===== src/rtl/vpw_pkg.sv =====
// ----------------------------------------------------------------------------
// VPW decoder package
// Register indexes, reset values, ASCII codes and the millisecond digit split.
// ----------------------------------------------------------------------------
`timescale 1ns / 1ps

package vpw_pkg;

    localparam int unsigned TICK_W    = 16;
    localparam int unsigned MS_W      = 10;
    localparam int unsigned CHAR_W    = 8;
    localparam int unsigned IDX_W     = 3;
    localparam int unsigned MAX_CHARS = 6;
    localparam int unsigned CNT_W     = 3;

    typedef logic [TICK_W-1:0] tick_t;
    typedef logic [CHAR_W-1:0] char_t;
    typedef logic [IDX_W-1:0]  reg_idx_t;
    typedef logic [CNT_W-1:0]  char_cnt_t;

    localparam reg_idx_t REG_SHORT_MIN   = 3'd0;
    localparam reg_idx_t REG_LONG_MIN    = 3'd1;
    localparam reg_idx_t REG_SOF_MIN     = 3'd2;
    localparam reg_idx_t REG_EOF_MIN     = 3'd3;
    localparam reg_idx_t REG_START_LEVEL = 3'd4;

    localparam tick_t SHORT_MIN_RST   = 16'd52;
    localparam tick_t LONG_MIN_RST    = 16'd145;
    localparam tick_t SOF_MIN_RST     = 16'd246;
    localparam tick_t EOF_MIN_RST     = 16'd360;
    localparam logic  START_LEVEL_RST = 1'b0;

    localparam char_t CHAR_CR     = 8'h0D;
    localparam char_t CHAR_LF     = 8'h0A;
    localparam char_t CHAR_J      = 8'h4A;
    localparam char_t CHAR_ZERO   = 8'h30;
    localparam char_t CHAR_HEX_AF = 8'h37;

    localparam char_cnt_t CNT_NONE  = 3'd0;
    localparam char_cnt_t CNT_ONE   = 3'd1;
    localparam char_cnt_t CNT_EOL   = 3'd2;
    localparam char_cnt_t CNT_FRAME = 3'd6;

    typedef struct packed {
        logic [3:0] hun;
        logic [3:0] ten;
        logic [3:0] one;
    } digits_t;

    // decimal split by parallel compares, input saturated at 999
    function automatic digits_t ms_digits(input logic [MS_W-1:0] ms);
        logic [MS_W-1:0] v;
        logic [3:0]      h;
        logic [3:0]      t;
        logic [6:0]      r;
        digits_t         d;
        v = (ms > 10'd999) ? 10'd999 : ms;
        h = 4'd0;
        for (int k = 1; k < 10; k++)
        begin
            if (v >= 10'(k * 100))
                h = 4'(k);
        end
        r = 7'(v - 10'(h) * 10'd100);
        t = 4'd0;
        for (int k = 1; k < 10; k++)
        begin
            if (r >= 7'(k * 10))
                t = 4'(k);
        end
        d.hun = h;
        d.ten = t;
        d.one = 4'(r - 7'(t) * 7'd10);
        return d;
    endfunction

endpackage


===== src/rtl/vpw_pulse_width_decoder.sv =====
// Pipeline: an item is registered, then decoded into a character buffer, and its first
// character is offered from that buffer.
// Throughput: one item per cycle while no characters are pending; an item with
// characters holds the next item until the single output character port takes its last one.
// Reset: asynchronous, active low; control registers take their defaults, data registers do not; no clearing pass.
// ----------------------------------------------------------------------------
// VPW pulse width decoder
// Turns edge and timeout events into a text stream of frame headers, hex nibbles and line ends.
// ----------------------------------------------------------------------------
`timescale 1ns / 1ps

module vpw_pulse_width_decoder #(
    parameter int unsigned MAX_NIBBLES = 32
) (
    input  logic                clk,
    input  logic                rst_n,
    input  logic                wr_en,
    input  vpw_pkg::reg_idx_t   wr_index,
    input  vpw_pkg::tick_t      wr_data,
    input  logic                in_valid,
    output logic                in_stall,
    input  logic                req_type,
    input  vpw_pkg::tick_t      stamp_ticks,
    input  logic [9:0]          ms_stamp,
    output logic                out_valid,
    input  logic                out_stall,
    output vpw_pkg::char_t      out_char,
    output logic                last_of_run
);
    import vpw_pkg::*;

    localparam int unsigned NIB_W = $clog2(MAX_NIBBLES + 1);
    localparam logic [NIB_W-1:0] NIB_LIMIT = NIB_W'(MAX_NIBBLES);

    tick_t short_min_reg, long_min_reg, sof_min_reg, eof_min_reg;

    logic            iv_reg;
    logic            req_reg;
    tick_t           stamp_reg;
    logic [MS_W-1:0] ms_reg;

    tick_t           prev_reg, prev_next;
    logic            level_reg, level_next;
    logic [3:0]      shift_reg, shift_next;
    logic [1:0]      held_reg, held_next;
    logic            armed_reg, armed_next;
    logic [NIB_W-1:0] nib_reg, nib_next;

    char_t     chars_reg [MAX_CHARS];
    char_t     chars_new [MAX_CHARS];
    char_cnt_t cnt_reg, cnt_new;

    logic    advance;
    logic    out_xfer;
    tick_t   width;
    logic    level_t;
    logic    bit_val;
    logic [3:0] shift_t;
    digits_t dig;

    assign out_xfer  = out_valid && !out_stall;
    assign advance   = iv_reg && ((cnt_reg == CNT_NONE) || ((cnt_reg == CNT_ONE) && out_xfer));
    assign in_stall  = iv_reg && !advance;
    assign out_valid = (cnt_reg != CNT_NONE);
    assign out_char  = chars_reg[0];
    assign last_of_run = (cnt_reg == CNT_ONE);

    assign width   = stamp_reg - prev_reg;
    assign level_t = ~level_reg;
    assign bit_val = (width < long_min_reg) ^ level_t;
    assign shift_t = {shift_reg[2:0], bit_val};
    assign dig     = ms_digits(ms_reg);

    // decode of the registered item
    always_comb
    begin
        prev_next  = prev_reg;
        level_next = level_reg;
        shift_next = shift_reg;
        held_next  = held_reg;
        armed_next = armed_reg;
        nib_next   = nib_reg;
        cnt_new    = CNT_NONE;
        for (int i = 0; i < MAX_CHARS; i++)
            chars_new[i] = CHAR_CR;
        if (req_reg)
        begin
            if (armed_reg)
            begin
                shift_next   = 4'd0;
                held_next    = 2'd0;
                armed_next   = 1'b0;
                nib_next     = '0;
                prev_next    = stamp_reg;
                chars_new[0] = CHAR_CR;
                chars_new[1] = CHAR_LF;
                cnt_new      = CNT_EOL;
            end
        end
        else
        begin
            prev_next  = stamp_reg;
            level_next = level_t;
            if (!((width >= eof_min_reg) || (width < short_min_reg)))
            begin
                armed_next = 1'b1;
                if (!level_t && (width >= sof_min_reg))
                begin
                    chars_new[0] = CHAR_ZERO + char_t'(dig.hun);
                    chars_new[1] = CHAR_ZERO + char_t'(dig.ten);
                    chars_new[2] = CHAR_ZERO + char_t'(dig.one);
                    chars_new[3] = CHAR_CR;
                    chars_new[4] = CHAR_LF;
                    chars_new[5] = CHAR_J;
                    cnt_new      = CNT_FRAME;
                    shift_next   = 4'd0;
                    held_next    = 2'd0;
                    nib_next     = '0;
                end
                else if (held_reg != 2'd3)
                begin
                    shift_next = shift_t;
                    held_next  = held_reg + 2'd1;
                end
                else
                begin
                    if (nib_reg < NIB_LIMIT)
                    begin
                        chars_new[0] = (shift_t > 4'd9) ? CHAR_HEX_AF + char_t'(shift_t)
                                                        : CHAR_ZERO + char_t'(shift_t);
                        cnt_new      = CNT_ONE;
                        nib_next     = nib_reg + NIB_W'(1);
                    end
                    shift_next = 4'd0;
                    held_next  = 2'd0;
                end
            end
        end
    end

    always_ff @(posedge clk or negedge rst_n)
    begin
        if (!rst_n)
        begin
            short_min_reg   <= SHORT_MIN_RST;
            long_min_reg    <= LONG_MIN_RST;
            sof_min_reg     <= SOF_MIN_RST;
            eof_min_reg     <= EOF_MIN_RST;
            iv_reg          <= 1'b0;
            prev_reg        <= '0;
            level_reg       <= START_LEVEL_RST;
            shift_reg       <= 4'd0;
            held_reg        <= 2'd0;
            armed_reg       <= 1'b0;
            nib_reg         <= '0;
            cnt_reg         <= CNT_NONE;
        end
        else
        begin
            if (in_valid && !in_stall)
                iv_reg <= 1'b1;
            else if (advance)
                iv_reg <= 1'b0;

            if (advance)
            begin
                prev_reg  <= prev_next;
                shift_reg <= shift_next;
                held_reg  <= held_next;
                armed_reg <= armed_next;
                nib_reg   <= nib_next;
            end

            // a start level write loads the line level, ahead of a decode update
            if (wr_en && (wr_index == REG_START_LEVEL))
                level_reg <= wr_data[0];
            else if (advance)
                level_reg <= level_next;

            if (wr_en)
            begin
                unique case (wr_index)
                    REG_SHORT_MIN: short_min_reg <= wr_data;
                    REG_LONG_MIN:  long_min_reg  <= wr_data;
                    REG_SOF_MIN:   sof_min_reg   <= wr_data;
                    REG_EOF_MIN:   eof_min_reg   <= wr_data;
                    default: ;
                endcase
            end

            if (advance && (cnt_new != CNT_NONE))
                cnt_reg <= cnt_new;
            else if (out_xfer)
                cnt_reg <= cnt_reg - CNT_ONE;
        end
    end

    always_ff @(posedge clk)
    begin
        if (in_valid && !in_stall)
        begin
            req_reg   <= req_type;
            stamp_reg <= stamp_ticks;
            ms_reg    <= ms_stamp;
        end
        if (advance && (cnt_new != CNT_NONE))
        begin
            for (int i = 0; i < MAX_CHARS; i++)
                chars_reg[i] <= chars_new[i];
        end
        else if (out_xfer)
        begin
            for (int i = 0; i < MAX_CHARS - 1; i++)
                chars_reg[i] <= chars_reg[i+1];
        end
    end

endmodule


===== config.mk =====
export PLATFORM = sky130hd
export DESIGN_NAME = vpw_pulse_width_decoder
export DESIGN_NICKNAME = d
export VERILOG_FILES = /design/src/rtl/vpw_pkg.sv /design/src/rtl/vpw_pulse_width_decoder.sv
export SDC_FILE = /design/constraint.sdc
export NUM_CORES = 1
export LEC_CHECK = 0
export ABC_AREA = 1
export CORE_ASPECT_RATIO = 1.5
export CORE_MARGIN = 4
export CORE_UTILIZATION = 55
export CTS_BUF_LIST = sky130_fd_sc_hd__clkbuf_4 sky130_fd_sc_hd__clkbuf_8
export CTS_CLUSTER_SIZE = 25
export DETAILED_ROUTE_END_ITERATION = 7
export DONT_BUFFER_PORTS = 1
export PLACE_DENSITY = 0.7
export SLEW_MARGIN = 0
export SYNTH_ARGS = -nofsm -noshare
export SYNTH_HDL_FRONTEND = slang
export SYNTH_SLANG_ARGS = --single-unit

===== constraint.sdc =====
create_clock -name clk -period 5.3 [get_ports clk]
set_clock_uncertainty 0.2 [all_clocks]
set_input_delay 1.06 -clock clk [delete_from_list [all_inputs] [get_ports clk]]
set_output_delay 1.06 -clock clk [all_outputs]
set_load 0.01 [all_outputs]

==> results.py, run 1 <==
metrics = {
    "global_route": {
        "grt.total_usage_pct": 21.1,
        "grt_pass1_vias": 6758,
        "grt_max_degree": 98,
        "grt_antenna_before_repair": 4,
        "grt_pass1_wl_um": 30900,
        "overflow": 0,
    },
    "clock_tree": {
        "cts_tree": "built",
        "cts.sinks": 151,
        "clk-insertion-delay-late_ns": 0.45,
        "htree_levels": 4,
        "cts.path.max_buffers": 2,
        "clkSlewWorstSetupHoldPaths_ns": 0.08,
        "clockRootBuffer": "clkbuf_8",
        "cts_inserted_buffers": 17,
    },
    "synthesis": {
        "yosysTopAreaCell": "dfrtp_1",
        "synth-main-ff-cell": "dfrtp_1",
        "synth_seq_area_share_pct": 45.6,
        "synth_top_area_share_pct": 22.7,
        "netlist_instances": 1046,
        "yosys_register_bits": 151,
        "yosysWarningCount": 0,
        "synthTopCellsByArea": "dfrtp_1 (23%), edfxtp_1 (18%), ha_1 (13%)",
        "synth_nets": 1190,
        "synth.distinct_cells": 42,
        "synth_edf_count": 54,
        "syn_area_um2": 8920,
        "syn_avg_cell_area_um2": 8.53,
        "async_flop_share_pct": 64.2,
    },
    "timing": {
        "worst_pin_slew_ns": 1.11,
        "holdWs_ns": 0.103,
        "hold_violations": 0,
        "final-setup-viol-count": 0,
        "final_max_slew_viol_count": 0,
        "layout_setup_ws_ns": 0.386,
        "tns_ns": 0,
        "fin_crit_sh_pct": 92.7,
        "fmax_mhz": 203,
        "min_period_ns": 4.91,
        "slew_headroom_pct": 25.5,
    },
    "worst_setup_path": {
        "slowest_stage": "edfxtp_1",
        "worstSetupPathType": "reg -> reg",
        "required_ns": 5.30,
        "arrival_ns": 4.91,
        "cpPeakStageDelay_ns": 0.49,
        "cp-start-kind": "flip-flop",
        "cpMostUsedCell": "nand2_1",
        "path_max_fanout": 7,
        "end_kind": "flip-flop",
    },
    "routing": {
        "dr_total_vias": 6763,
        "dr.pass1.iters": 4,
        "drt_iter0_drc": 311,
        "drc": 0,
        "wl_um": 18900,
        "postRouteAntennaNets": 0,
        "via_per_inst": 5.23,
        "avgRoutedWirePerCell_um": 14.6,
    },
    "die": {
        "die_x_um": 112,
        "core_um2": 15800,
        "initial_core_util_pct": 56.6,
        "die_height_um": 164,
        "die_area_um2": 18400,
        "rows": 56,
        "ios": 62,
    },
    "status": {
        "status": "finished, final reports clean",
    },
    "placed_design": {
        "place_ws_ns": -0.0734,
        "port_buffers": 0,
        "gp_congestion": 0.854,
        "hpwl_um": 14300,
    },
    "min_path": {
        "hold_class": "in -> async",
    },
    "layout": {
        "nets": 1221,
        "syn_to_final_growth_pct": 10.4,
        "finish.utilization_pct": 62.5,
        "drive_above_1_share_pct": 12.3,
        "fillers": 1407,
        "largest_register_ffs": 27,
    },
    "flow_run": {
        "cap_violations": 0,
    },
}
==> final timing paths <==
kind	start	end	slack [ns]	cells after the start
min	rst_n	prev_reg[0]	0.10	0
max	ms_reg[6]	chars_reg[2][3]	0.39	42
min in group clk	eof_min_reg[13]	eof_min_reg[13]	0.29	2
max in group asynchronous	rst_n	eof_min_reg[8]	4.53	0
min reg2reg	eof_min_reg[13]	eof_min_reg[13]	0.29	2
max reg2reg	ms_reg[6]	chars_reg[2][3]	0.39	42
==> worst max-delay path: cells and delay by family, from the launching register on <==
| kind | cells | cell delay [ns] |
|---|---|---|
| buf+inv | 5 | 0.28 |
| flops | 1 | 0.49 |
| xor+xnor | 2 | 0.36 |
| compound gates | 2 | 0.22 |
| fa+ha+maj | 4 | 1.02 |
| simple gates | 29 | 2.07 |
==> repair_timing <==
action / CTS / global route
hold buffers: 0 / 0
buffers inserted: 0 / 15
pin swaps: 0 / 14
endpoints found under the hold margin: 0 / 0
gates resized for setup: 1 / 35
endpoints found under the setup margin: 4 / 62
==> cells in the final DEF, fill, tap and decap left out, drive strengths merged, types with 2 or more instances in the layout <==
master  count
xnor2       3
a211oi      2
nand3      30
o211ai      7
o21bai      5
xor2       20
o31ai       7
dfstp      16
fa          3
dfrtp      81
nor2       61
edfxtp     54
a31oi       2
bufinv      2
o22ai       4
buf        32
inv       192
a21oi      73
clkinv      6
clkbuf     24
nand2     234
ha         90
nor3       12
o21ai     114
nand3b      4
or2         2
o21a        2
nand4       3
==> logic make-up after synthesis <==
group           Yosys count  share of synthesized area [%]
compound gates          217                           13.3
fa+ha+maj                93                           13.3
simple gates            348                           16.4
xor+xnor                 23                           2.26
other cells               1                         0.0420
flops                   151                           45.6
buf+inv                 213                           9.14
==> through the flow <==
step	instance area, um^2	instances
final	9850	1294
after global routing	9850	1294
after CTS	9620	1278
after detailed placement	9230	1246
after global placement	9230	1246
after floorplan	8920	1046
==> Yosys cell counts, types with 3 or more instances <==
| cell type | instances |
|---|---|
| nand3b_1 | 4 |
| clkbuf_1 | 16 |
| buf_4 | 3 |
| nor2_1 | 57 |
| inv_1 | 188 |
| nand2_2 | 12 |
| nand3_1 | 30 |
| nand2_1 | 219 |
| dfstp_2 | 16 |
| xor2_1 | 20 |
| dfrtp_1 | 81 |
| o21bai_1 | 5 |
| nand2_4 | 3 |
| o21ai_0 | 111 |
| nor3_1 | 12 |
| o22ai_1 | 4 |
| o211ai_1 | 7 |
| inv_2 | 3 |
| xnor2_1 | 3 |
| a21oi_1 | 71 |
| fa_1 | 3 |
| o31ai_1 | 7 |
| nand4_1 | 3 |
| ha_1 | 90 |
| edfxtp_1 | 54 |
==> final cells by class <==
cell class,instances,area (um^2),area share [%]
Clock buffer,23,285,2.90
Antenna cell,1,2.50,0.0254
Multi-Input combinational cell,682,4150,42.1
Inverter,192,727,7.38
Sequential cell,151,4070,41.3
Clock inverter,9,104,1.05
Tap cell,203,254,2.58
Timing Repair Buffer,33,262,2.65
==> per-layer routing <==
layer / wire length, um / share of wire, % / track usage [%] / vias to the layer above
li1: - / - / - / 3456
met1: 7760 / 41 / 23.5 / 3137
met2: 9920 / 53 / 38.3 / 115
met3: 529 / 2.8 / 4.35 / 49
met4: 629 / 3.3 / 10.1 / 6
met5: 34 / 0.18 / 0 / -
Power of run 1 is left out: the tool's default activity adds up to more than one toggle a clock period on the data nets, which glitch-free logic cannot reach.
==> inputs of run 2 (changes only) <==
==> constraint.sdc (replaced) <==
create_clock -name clk -period 5.3 [get_ports clk]
set_clock_uncertainty 0.2 [all_clocks]
set_input_delay 1.06 -clock clk [delete_from_list [all_inputs] [get_ports clk]]
set_output_delay 1.06 -clock clk [all_outputs]
set_load 0.1 [all_outputs]
==> results.py, run 2 (synthesized netlist as in run 1, its figures left out) <==
metrics = {
    "timing": {
        "fmax_mhz": 199,
        "final_max_slew_viol_count": 0,
        "hold_violations": 0,
        "slew_headroom_pct": 24.7,
        "tns_ns": 0,
        "min_period_ns": 5.04,
        "final-setup-viol-count": 0,
        "fin_crit_sh_pct": 95.0,
        "worst_pin_slew_ns": 1.13,
    },
    "worst_setup_path": {
        "slowest_stage": "edfxtp_1",
        "cpPeakStageDelay_ns": 0.37,
        "arrival_ns": 5.04,
        "required_ns": 5.30,
        "end_kind": "flip-flop",
        "worstSetupPathType": "reg -> reg",
        "path_max_fanout": 4,
        "rrSetupSlack_ns": 0.26,
        "cp-start-kind": "flip-flop",
        "cpMostUsedCell": "nand2_1",
    },
    "clock_tree": {
        "clockRootBuffer": "clkbuf_8",
        "cts.path.max_buffers": 2,
        "cts_tree": "built",
        "clk-insertion-delay-late_ns": 0.45,
        "htree_levels": 4,
        "clkSlewWorstSetupHoldPaths_ns": 0.08,
        "hold_buffers": 0,
        "cts_inserted_buffers": 17,
        "cts.sinks": 151,
    },
    "layout": {
        "multiInputGateArea_um2": 4190,
        "largest_register_ffs": 27,
        "syn_to_final_growth_pct": 11.2,
        "nets": 1222,
        "mostFrequentLayoutCell": "nand2_1",
        "final_cell_mix": "nand2_1 (217), inv_1 (184), o21ai_0 (107)",
        "regArea_um2": 4070,
        "fillers": 1373,
        "drive_above_1_share_pct": 13.2,
    },
    "global_route": {
        "grt_pass1_wl_um": 30500,
        "overflow": 0,
        "grt_max_degree": 98,
        "grt_antenna_before_repair": 4,
        "grt_pass1_vias": 6728,
        "grt.total_usage_pct": 20.7,
    },
    "placed_design": {
        "port_buffers": 0,
        "gp_congestion": 0.831,
        "hpwl_um": 14100,
    },
    "die": {
        "rows": 56,
        "core_um2": 15800,
        "die_height_um": 164,
        "ios": 62,
        "initial_core_util_pct": 56.6,
        "die_area_um2": 18400,
        "die_x_um": 112,
    },
    "routing": {
        "drt_iter0_drc": 306,
        "wl_um": 19000,
        "drc": 0,
        "postRouteAntennaNets": 0,
        "dr.pass1.iters": 5,
        "avgRoutedWirePerCell_um": 14.7,
        "via_per_inst": 5.20,
        "dr_total_vias": 6735,
    },
    "status": {
        "status": "finished, final reports clean",
    },
    "min_path": {
        "hold_class": "in -> async",
    },
    "flow_run": {
        "cap_violations": 0,
    },
}
==> run 2: routing by layer <==
metal / up-vias / global-route usage, % / part of all wire (%)
met4: 6 / 10.1 / 3.4
met2: 121 / 38.1 / 53
met3: 46 / 3.87 / 3.1
met5: - / 0 / 0.14
li1: 3461 / - / -
met1: 3101 / 22.9 / 40
==> run 2: cell type report <==
type / count / share of cell area, %
Timing Repair Buffer: 34 / 2.74
Clock inverter: 13 / 1.66
Sequential cell: 151 / 41.0
Antenna cell: 1 / 0.0252
Inverter: 192 / 7.29
Tap cell: 203 / 2.56
Clock buffer: 19 / 2.57
Multi-Input combinational cell: 682 / 42.2
==> run 2: what timing repair did <==
| item | in CTS | in global routing |
|---|---|---|
| endpoints found under the setup margin | 8 | 66 |
| gates resized for setup | 1 | 40 |
| pin swaps | 0 | 11 |
| buffers inserted | 0 | 16 |
==> run 2: worst paths after layout <==
path / start / to / cells after the start
worst max register to register: stamp_reg[0] / chars_reg[0][3] / 34
worst max-delay path: stamp_reg[0] / chars_reg[0][3] / 34
worst min register to register: eof_min_reg[15] / eof_min_reg[15] / 2
max in group asynchronous: rst_n / sof_min_reg[7] / 0
min in group clk: eof_min_reg[15] / eof_min_reg[15] / 2
worst min-delay path: rst_n / long_min_reg[2] / 0
==> run 2: metrics by stage <==
stage	setup WS (ns)	std cells	util [%]	instance area (um^2)	hold WS, ns
2_1_floorplan	0.500	1046	-	8920	0.253
6_report	0.263	1295	63.0	9930	0.0973
3_3_place_gp	0.0198	1246	58.6	9240	0.266
5_1_grt	-0.0742	1295	63.0	9930	0.0557
4_1_cts	0.0160	1278	61.3	9660	0.0555
3_5_place_dp	-0.0769	1246	58.6	9240	0.273
==> run 2: worst max-delay path, delay by kind of cell, from the launching register on <==
kind / cells / cell delay, ns
compound gates: 13 / 1.65
xor+xnor: 2 / 0.44
fa+ha+maj: 4 / 0.85
buf+inv: 4 / 0.32
flops: 1 / 0.37
simple gates: 11 / 0.97
Power of run 2 is left out for the same reason.
==> inputs of run 3 (changes only) <==
--- a/config.mk
+++ b/config.mk
@@ -14,5 +14,5 @@
 export DETAILED_ROUTE_END_ITERATION = 7
 export DONT_BUFFER_PORTS = 1
-export PLACE_DENSITY = 0.7
+export PLACE_DENSITY_LB_ADDON = 0.08
 export SLEW_MARGIN = 0
 export SYNTH_ARGS = -nofsm -noshare
==> constraint.sdc (replaced) <==
create_clock -name clk -period 5.3 [get_ports clk]
set_clock_uncertainty 0.2 [all_clocks]
set_input_delay 0.265 -clock clk [delete_from_list [all_inputs] [get_ports clk]]
set_output_delay 0.265 -clock clk [all_outputs]
set_load 0.1 [all_outputs]
==> results.py, run 3 (synthesized netlist as in run 1, its figures left out) <==
metrics = {
    "clock_tree": {
        "clockRootBuffer": "clkbuf_8",
        "htree_levels": 4,
        "cts.sinks": 151,
        "cts_inserted_buffers": 17,
        "clkSlewWorstSetupHoldPaths_ns": 0.08,
        "cts_tree": "built",
        "cts.path.max_buffers": 2,
        "clk-insertion-delay-late_ns": 0.46,
    },
    "die": {
        "die_area_um2": 18400,
        "rows": 56,
        "core_um2": 15800,
        "initial_core_util_pct": 56.6,
        "die_height_um": 164,
        "die_x_um": 112,
        "ios": 62,
    },
    "layout": {
        "mostFrequentLayoutCell": "nand2_1",
        "final_cell_mix": "nand2_1 (215), inv_1 (181), o21ai_0 (106)",
        "antenna_cells": 0,
        "fillers": 1315,
        "nets": 1279,
        "drive_above_1_share_pct": 13.7,
        "largest_register_ffs": 27,
        "syn_to_final_growth_pct": 18.0,
        "regArea_um2": 4070,
        "multiInputGateArea_um2": 4200,
        "finish.utilization_pct": 66.8,
    },
    "worst_setup_path": {
        "cpMostUsedCell": "a21oi_1",
        "r2r_cells": 26,
        "path_max_fanout": 18,
        "cpLargestDelayFamily": "compound AO/OA/AOI/OAI gates",
        "crit_buf_inv": 4,
        "cp-start-kind": "flip-flop",
        "rr_startpoint": "stamp_reg[4]",
        "worstSetupPathType": "reg -> reg",
        "cpPeakStageDelay_ns": 0.42,
        "arrival_ns": 4.99,
        "r2r_end": "chars_reg[3][2]",
        "slowest_stage": "edfxtp_1",
        "required_ns": 5.31,
        "rrSetupSlack_ns": 0.33,
        "end_kind": "flip-flop",
    },
    "timing": {
        "slew_headroom_pct": 27.4,
        "hold_violations": 0,
        "fin_crit_sh_pct": 93.9,
        "tns_ns": 0,
        "min_period_ns": 4.97,
        "final-setup-viol-count": 0,
        "holdWs_ns": 0.0790,
        "fmax_mhz": 201,
        "final_max_slew_viol_count": 0,
        "rsz0062_at_grt": "yes",
        "layout_setup_ws_ns": 0.326,
        "worst_pin_slew_ns": 1.09,
    },
    "global_route": {
        "overflow": 0,
        "grt_pass1_vias": 6980,
        "grt_max_degree": 98,
        "grt_antenna_before_repair": 0,
        "grt_pass1_wl_um": 31900,
        "grt.total_usage_pct": 21.7,
    },
    "placed_design": {
        "place_ws_ns": 0.0778,
        "gp_congestion": 0.870,
        "port_buffers": 0,
        "hpwl_um": 14100,
    },
    "routing": {
        "drt_iter0_drc": 315,
        "via_per_inst": 5.14,
        "avgRoutedWirePerCell_um": 14.1,
        "dr.pass1.iters": 5,
        "postRouteAntennaNets": 0,
        "wl_um": 19100,
        "dr_total_vias": 6941,
        "drc": 0,
    },
    "min_path": {
        "hold_end": "sof_min_reg[4]",
        "worstHoldStart": "wr_index[1]",
        "hold_class": "in -> reg",
        "hold_path_depth": 4,
    },
    "flow_run": {
        "cap_violations": 0,
    },
    "status": {
        "status": "finished, final reports clean",
    },
}
-- run 3: area by class of cell --
cell class,count,share of cell area (%)
flip-flops and latches,151,38.6
well taps,203,2.41
clock buffers,20,2.49
clock inverters,12,1.65
multi-input cells,682,39.9
repair buffers,91,8.01
inverters,192,6.89
-- run 3: how the worst max path moves through the flow --
stage / from / cells after the start / slack (ns) / endpoint
after floorplan: stamp_reg[6] / 27 / 0.50 / cnt_reg[1]
after global placement: stamp_reg[2] / 25 / 0.12 / chars_reg[0][1]
after detailed placement: stamp_reg[2] / 27 / 0.08 / chars_reg[2][0]
after CTS: stamp_reg[2] / 27 / 0.04 / chars_reg[2][2]
after global routing: ms_reg[4] / 43 / -0.08 / chars_reg[2][3]
final: stamp_reg[4] / 26 / 0.33 / chars_reg[3][2]
-- run 3: metal layers --
metal,global-route usage (%),part of all wire [%]
met4,8.58,2.9
met2,40.1,54
met3,3.98,2.9
met1,24.7,41
met5,0,0
-- run 3: worst reg2reg max path: cells and delay by family (launching register included) --
kind	cells	cell delay, ns
AOI/OAI and AO/OA	11	1.70
and+or+nand+nor	8	1.06
adders and majority gates	2	0.58
buffers and inverters	4	0.55
DFF	1	0.42
xor gates and xnor gates	1	0.23
-- run 3: what timing repair did --
action                                  in CTS  in global routing
hold buffers                                49                  0
endpoints found under the hold margin      190                  0
gates resized for setup                      0                 51
endpoints found under the setup margin       0                 66
setup buffers                                0                 21
-- run 3: per-stage QoR --
stage | instance area, um^2 | instances
detailed placement | 9260 | 1249
finish | 10500 | 1351
CTS | 10200 | 1330
global route | 10500 | 1351
floorplan | 8920 | 1046
global placement | 9260 | 1249
Power of run 3 is left out for the same reason.
